### src/design/rsf_pkg.sv
package rsf_pkg;

    typedef struct packed {
        logic [15:0] pixel_in;
        logic        frame_end;
    } in_word_t;

    typedef struct packed {
        logic [15:0] pixel_out;
        logic [4:0]  level_used;
        logic        frame_last;
        logic        fade_done;
    } out_word_t;

    localparam int unsigned CfgIndexWidth = 3;
    localparam int unsigned FactorWidth   = 13;

    localparam logic [CfgIndexWidth-1:0] CFG_RED_MASK       = 3'd0;
    localparam logic [CfgIndexWidth-1:0] CFG_GREEN_MASK     = 3'd1;
    localparam logic [CfgIndexWidth-1:0] CFG_BLUE_MASK      = 3'd2;
    localparam logic [CfgIndexWidth-1:0] CFG_RED_SHIFT      = 3'd3;
    localparam logic [CfgIndexWidth-1:0] CFG_GREEN_SHIFT    = 3'd4;
    localparam logic [CfgIndexWidth-1:0] CFG_FADE_DIRECTION = 3'd5;
    localparam logic [CfgIndexWidth-1:0] CFG_LEVEL_STEP     = 3'd6;

    localparam logic [4:0] LEVEL_TOP = 5'd31;

    // i * (80 + i * (32 - i)) for i = level + 1
    localparam logic [FactorWidth-1:0] CURVE_FACTOR [32] = '{
        13'd111,  13'd280,  13'd501,  13'd768,  13'd1075, 13'd1416, 13'd1785, 13'd2176,
        13'd2583, 13'd3000, 13'd3421, 13'd3840, 13'd4251, 13'd4648, 13'd5025, 13'd5376,
        13'd5695, 13'd5976, 13'd6213, 13'd6400, 13'd6531, 13'd6600, 13'd6601, 13'd6528,
        13'd6375, 13'd6136, 13'd5805, 13'd5376, 13'd4843, 13'd4200, 13'd3441, 13'd2560
    };

    // floor(x / 5) for x below 2**20
    localparam logic [20:0] DIV5_RECIP = 21'd1677722;

endpackage

### src/design/rsf_scale.sv
module rsf_scale (
    input  logic        clk,
    input  logic        load,
    input  logic [15:0] comp,
    input  logic [rsf_pkg::FactorWidth-1:0] factor,
    input  logic [15:0] limit,
    output logic [15:0] result
);
    import rsf_pkg::*;

    logic [28:0] product_reg;
    logic [19:0] scaled_512;
    logic [40:0] recip_prod;
    logic [17:0] quotient;

    always_ff @(posedge clk)
    begin
        if (load)
        begin
            product_reg <= comp * factor;
        end
    end

    // divide by 2560: drop nine bits, then divide by five
    assign scaled_512 = product_reg[28:9];
    assign recip_prod = scaled_512 * DIV5_RECIP;
    assign quotient   = recip_prod[40:23];

    assign result = (quotient > {2'b00, limit}) ? limit : quotient[15:0];

endmodule

### src/design/rgb16_shade_fade.sv
// rgb16_shade_fade: brightness fade over a stream of packed 16-bit pixels.
// Input words (in_data) and result words (out_data) move on valid/ready
// channels; one result word comes out for every input word, in order.
// The cfg_we/cfg_index/cfg_data port writes the masks, shifts, fade direction
// and level step; write it only while no word is in flight.
// From input accept to out_valid a word passes these registers in order: an
// input register holding the shade level and curve factor, loaded on accept,
// a product register after the component multipliers, and the result register
// after the divide by 2560.
// Throughput is one word per clock while out_ready stays high; each stage
// advances whenever the stage after it is empty or moving, so a stalled
// receiver backs up the three stages before in_ready drops.
// The shade level is decided on input accept; a frame end steps it for the
// next frame and flags fade_done on the last frame of a fade.
// Reset empties the pipeline, loads the configuration defaults (RGB565 masks,
// fade in, step two) and leaves the fade sequence idle, so the next word
// starts a new fade.
module rgb16_shade_fade (
    input  logic                  clk,
    input  logic                  rst_n,
    input  logic                  in_valid,
    output logic                  in_ready,
    input  rsf_pkg::in_word_t     in_data,
    output logic                  out_valid,
    input  logic                  out_ready,
    output rsf_pkg::out_word_t    out_data,
    input  logic                  cfg_we,
    input  logic [rsf_pkg::CfgIndexWidth-1:0] cfg_index,
    input  logic [15:0]           cfg_data
);
    import rsf_pkg::*;

    logic [15:0] red_mask_reg;
    logic [15:0] green_mask_reg;
    logic [15:0] blue_mask_reg;
    logic [3:0]  red_shift_reg;
    logic [3:0]  green_shift_reg;
    logic        fade_direction_reg;
    logic [4:0]  level_step_reg;

    logic [4:0]  shade_level_reg;
    logic [4:0]  shade_level_next;
    logic        sequence_idle_reg;
    logic        sequence_idle_next;

    logic        s0_valid_reg;
    logic [15:0] s0_pixel_reg;
    logic [4:0]  s0_level_reg;
    logic        s0_frame_end_reg;
    logic        s0_done_reg;
    logic [FactorWidth-1:0] s0_factor_reg;

    logic        s1_valid_reg;
    logic [4:0]  s1_level_reg;
    logic        s1_frame_end_reg;
    logic        s1_done_reg;

    logic        s2_valid_reg;
    out_word_t   s2_word_reg;

    logic        en0;
    logic        en1;
    logic        en2;
    logic        accept;

    logic [4:0]  level_cur;
    logic [4:0]  step_eff;
    logic [5:0]  level_sum;
    logic        done_cur;

    logic [15:0] red_comp;
    logic [15:0] green_comp;
    logic [15:0] blue_comp;
    logic [15:0] red_scaled;
    logic [15:0] green_scaled;
    logic [15:0] blue_scaled;
    logic [15:0] red_limit;
    logic [15:0] green_limit;
    logic [15:0] packed_pixel;

    assign en2      = !s2_valid_reg || out_ready;
    assign en1      = !s1_valid_reg || en2;
    assign en0      = !s0_valid_reg || en1;
    assign in_ready = en0;
    assign accept   = in_valid && en0;

    // configuration registers
    always_ff @(posedge clk or negedge rst_n)
    begin
        if (!rst_n)
        begin
            red_mask_reg       <= 16'hF800;
            green_mask_reg     <= 16'h07E0;
            blue_mask_reg      <= 16'h001F;
            red_shift_reg      <= 4'd11;
            green_shift_reg    <= 4'd5;
            fade_direction_reg <= 1'b0;
            level_step_reg     <= 5'd2;
        end
        else if (cfg_we)
        begin
            unique case (cfg_index)
                CFG_RED_MASK:       red_mask_reg       <= cfg_data;
                CFG_GREEN_MASK:     green_mask_reg     <= cfg_data;
                CFG_BLUE_MASK:      blue_mask_reg      <= cfg_data;
                CFG_RED_SHIFT:      red_shift_reg      <= cfg_data[3:0];
                CFG_GREEN_SHIFT:    green_shift_reg    <= cfg_data[3:0];
                CFG_FADE_DIRECTION: fade_direction_reg <= cfg_data[0];
                CFG_LEVEL_STEP:     level_step_reg     <= cfg_data[4:0];
                default:            ;
            endcase
        end
    end

    // shade level for the word on the input, and the level for the next frame
    always_comb
    begin
        if (sequence_idle_reg)
        begin
            level_cur = fade_direction_reg ? LEVEL_TOP : 5'd0;
        end
        else
        begin
            level_cur = shade_level_reg;
        end

        step_eff  = (level_step_reg == 5'd0) ? 5'd1 : level_step_reg;
        level_sum = {1'b0, level_cur} + {1'b0, step_eff};

        done_cur           = 1'b0;
        shade_level_next   = level_cur;
        sequence_idle_next = 1'b0;

        if (in_data.frame_end)
        begin
            if (fade_direction_reg)
            begin
                if (level_cur < step_eff)
                begin
                    done_cur = 1'b1;
                end
                else
                begin
                    shade_level_next = level_cur - step_eff;
                end
            end
            else
            begin
                if (level_sum > {1'b0, LEVEL_TOP})
                begin
                    done_cur = 1'b1;
                end
                else
                begin
                    shade_level_next = level_sum[4:0];
                end
            end
            sequence_idle_next = done_cur;
        end
    end

    always_ff @(posedge clk or negedge rst_n)
    begin
        if (!rst_n)
        begin
            shade_level_reg   <= 5'd0;
            sequence_idle_reg <= 1'b1;
        end
        else if (accept)
        begin
            shade_level_reg   <= shade_level_next;
            sequence_idle_reg <= sequence_idle_next;
        end
    end

    // stage valids
    always_ff @(posedge clk or negedge rst_n)
    begin
        if (!rst_n)
        begin
            s0_valid_reg <= 1'b0;
            s1_valid_reg <= 1'b0;
            s2_valid_reg <= 1'b0;
        end
        else
        begin
            if (en0)
            begin
                s0_valid_reg <= in_valid;
            end
            if (en1)
            begin
                s1_valid_reg <= s0_valid_reg;
            end
            if (en2)
            begin
                s2_valid_reg <= s1_valid_reg;
            end
        end
    end

    // input register
    always_ff @(posedge clk)
    begin
        if (accept)
        begin
            s0_pixel_reg     <= in_data.pixel_in;
            s0_level_reg     <= level_cur;
            s0_frame_end_reg <= in_data.frame_end;
            s0_done_reg      <= done_cur;
            s0_factor_reg    <= CURVE_FACTOR[level_cur];
        end
    end

    assign red_comp   = (s0_pixel_reg & red_mask_reg) >> red_shift_reg;
    assign green_comp = (s0_pixel_reg & green_mask_reg) >> green_shift_reg;
    assign blue_comp  = s0_pixel_reg & blue_mask_reg;

    assign red_limit   = red_mask_reg >> red_shift_reg;
    assign green_limit = green_mask_reg >> green_shift_reg;

    always_ff @(posedge clk)
    begin
        if (en1)
        begin
            s1_level_reg     <= s0_level_reg;
            s1_frame_end_reg <= s0_frame_end_reg;
            s1_done_reg      <= s0_done_reg;
        end
    end

    rsf_scale u_scale_red (
        .clk    (clk),
        .load   (en1),
        .comp   (red_comp),
        .factor (s0_factor_reg),
        .limit  (red_limit),
        .result (red_scaled)
    );

    rsf_scale u_scale_green (
        .clk    (clk),
        .load   (en1),
        .comp   (green_comp),
        .factor (s0_factor_reg),
        .limit  (green_limit),
        .result (green_scaled)
    );

    rsf_scale u_scale_blue (
        .clk    (clk),
        .load   (en1),
        .comp   (blue_comp),
        .factor (s0_factor_reg),
        .limit  (blue_mask_reg),
        .result (blue_scaled)
    );

    assign packed_pixel = (red_scaled << red_shift_reg)
                        | (green_scaled << green_shift_reg)
                        | blue_scaled;

    // result register
    always_ff @(posedge clk)
    begin
        if (en2)
        begin
            s2_word_reg.pixel_out  <= packed_pixel;
            s2_word_reg.level_used <= s1_level_reg;
            s2_word_reg.frame_last <= s1_frame_end_reg;
            s2_word_reg.fade_done  <= s1_done_reg;
        end
    end

    assign out_valid = s2_valid_reg;
    assign out_data  = s2_word_reg;

endmodule

### config.mk
export PLATFORM = sky130hd
export DESIGN_NAME = rgb16_shade_fade
export DESIGN_NICKNAME = d
export VERILOG_FILES = /design/src/design/rsf_pkg.sv /design/src/design/rsf_scale.sv /design/src/design/rgb16_shade_fade.sv
export SDC_FILE = /design/constraint.sdc
export NUM_CORES = 2
export LEC_CHECK = 0
export BUFFER_PORTS_ARGS = -buffer_cell sky130_fd_sc_hd__buf_2
export CORE_ASPECT_RATIO = 1.1
export CORE_MARGIN = 10
export CORE_UTILIZATION = 55
export CTS_CLUSTER_DIAMETER = 60
export DETAILED_ROUTE_END_ITERATION = 7
export PLACE_DENSITY_LB_ADDON = 0.3
export REMOVE_ABC_BUFFERS = 1
export SKIP_CTS_REPAIR_TIMING = 1
export SLEW_MARGIN = 20
export SYNTH_ARGS = -nofsm -noshare
export SYNTH_HDL_FRONTEND = slang
export SYNTH_SLANG_ARGS = --single-unit
### constraint.sdc
create_clock -name clk -period 10.79 [get_ports clk]
set_input_delay 1.079 -clock clk [delete_from_list [all_inputs] [get_ports clk]]
set_output_delay 1.079 -clock clk [all_outputs]
set_load 0.005 [all_outputs]
==> impl_metrics.ini <==
[yosys]
synthFlopType = edfxtp_1
synth_warnings = 0
ys_seq_area_frac = 0.105
synth_top_cell_by_area = fa_1
yosysMostFrequentCell = inv_1
async_flop_share = 0.360
yosys.area.top_type_share = 0.322
ys_ff_latch = 197
synth_edf_count = 126
synth_area_leaders = fa_1 (32%), ha_1 (21%), inv_1 (8.3%), edfxtp_1 (7.1%), nand2_1 (4.3%)
synth_common_cells = inv_1 (1,177), ha_1 (879), fa_1 (860)
syn_avg_cell_area_um2 = 9.40
syn_inst = 5684
synth_area_um2 = 53400
ys_types = 84

[worst_setup_path]
crit_required_ns = 11.02
r2r_slack_ns = 0.48
path_common_cell = fa_1
ff2ff_path_depth = 29
crit_path_start_kind = flip-flop
r2r-end = out_data[18]
worstSetupPathType = reg2reg
worst_ep_arrival_time_ns = 10.54
cp_max_fo = 5
cpPeakStageDelay_ns = 0.73
critPathSlowestCell = o21ai_0
r2r_start = u_scale_red.product_reg[20]
critPathBufInv = 2
end_kind = flip-flop
crit_family = compound AO/OA/AOI/OAI gates

[placement]
preCtsSetupSlack_ns = 0.528
hpwl_um = 125000
port-buffer-count = 65
gp_congestion = 1.03

[global_routing]
grt_pass1_wl_um = 239000
grt_start_max_net_pins = 72
grt_pass1_vias = 42700
globalRouteTotalUtil = 0.278
antenna_found_initial = 5
grt_overflow = 0

[run_status]
status = finished clean

[floorplanning]
rows = 119
die-height_um = 347
start_util = 0.556
core_area_um2 = 96000
dieArea_um2 = 110000
ios = 66
die_w_um = 317

[detailed_routing]
vias = 40400
dr.pass1.iters = 8
finalWirelength_um = 151000
detail_route.wl_per_cell_um = 21.8
drtIter0Drc = 3467
route.detailed.drc = 0
detail-route-antenna-nets = 0
drt-vias-per-instance = 5.84

[clock_tree]
cts_buffers = 17
cts_root_buffer = clkbuf_16
cts.sinks = 197
clock_latency_ns = 0.51
htreeDepth = 4
clk_pin_slew_ns = 0.10
cts_tree = done
clockBufferDepth = 2

[final_layout]
largest_reg_flops = 23
num-nets-final = 7401
drive_gt1_frac = 0.0573
antenna_cells = 0
fillCellCount = 8496
area_growth_pct = 4.17

[sta]
relSlewSlack = 0.197
maxSlewViolCount = 0
fmax_ghz = 0.0970
setup_ws_ns = 0.481
fin_crit_ns = 10.31
worst_pin_slew_ns = 1.20
finClkSkew_ns = 0.0338
hold_viol = 0
period_share = 0.955
setup_viol = 0

[hold_path]
worstHoldStart = s1_frame_end_reg
min_path_type = reg2reg
min_path_cells = 0
min_to = out_data[1]

[run]
cap_violations = 0
## area by class of cell
type	count	area, um^2	share of cell area
Timing Repair Buffer	129	808	0.0145
Clock buffer	18	429	0.00771
Clock inverter	14	173	0.00310
Tap cell	1270	1590	0.0285
Inverter	1185	4450	0.0799
Multi-Input combinational cell	4091	42600	0.766
Sequential cell	197	5590	0.100
## placed cells by master, fill, tap and decap left out, types with 64 or more instances in the layout
cell type  count
nor2_1       189
xnor2_1       82
fa_1         860
buf_4         65
inv_1       1177
xor2_1        66
o21ai_0      145
a21o_1       100
buf_2         64
nand2_1      613
and2_1       181
ha_1         879
edfxtp_1     126
a21oi_1      191
and3_1        96
## logic make-up after synthesis
| family | Yosys count | synth area share |
|---|---|---|
| AO/OA/AOI/OAI | 702 | 0.0853 |
| adder cells (fa/ha/maj) | 1739 | 0.528 |
| flip-flops | 197 | 0.105 |
| multiplexers | 161 | 0.0414 |
| XOR/XNOR | 148 | 0.0243 |
| buffers and inverters | 1396 | 0.0983 |
| AND/OR/NAND/NOR | 1341 | 0.118 |
## how the worst max path moves through the flow
stage / cells after the start / to / slack [ns] / start
floorplan: 32 / out_data[21] / 1.68 / u_scale_blue.product_reg[18]
global placement: 31 / out_data[18] / 0.66 / u_scale_red.product_reg[9]
detailed placement: 31 / out_data[18] / 0.53 / u_scale_red.product_reg[9]
CTS: 29 / out_data[18] / 0.51 / u_scale_red.product_reg[20]
global route: 31 / out_data[18] / -0.006 / u_scale_red.product_reg[20]
finish: 29 / out_data[18] / 0.48 / u_scale_red.product_reg[20]
## per-layer routing
metal / up-vias / wire [um] / share of wire / track usage
met2: 1653 / 72000 / 0.48 / 0.460
met5: - / 24 / 0.00016 / 0
li1: 18300 / - / - / -
met4: 4 / 6420 / 0.043 / 0.108
met3: 332 / 10900 / 0.073 / 0.0429
met1: 20100 / 61200 / 0.41 / 0.364
## per-stage QoR
step	utilization	std cells	area (um^2)	TNS [ns]	hold WS (ns)
after global placement	0.573	6872	55100	0	0.402
after floorplan	-	5473	52600	0	0.400
after detailed placement	0.573	6872	55100	0	0.405
after CTS	0.580	6904	55700	0	0.426
after global routing	0.580	6904	55700	-0.00586	0.430
final	0.580	6904	55700	0	0.425
Power is not shown: default switching activity piles up to over one toggle a cycle in this logic, so the estimate is an artifact.
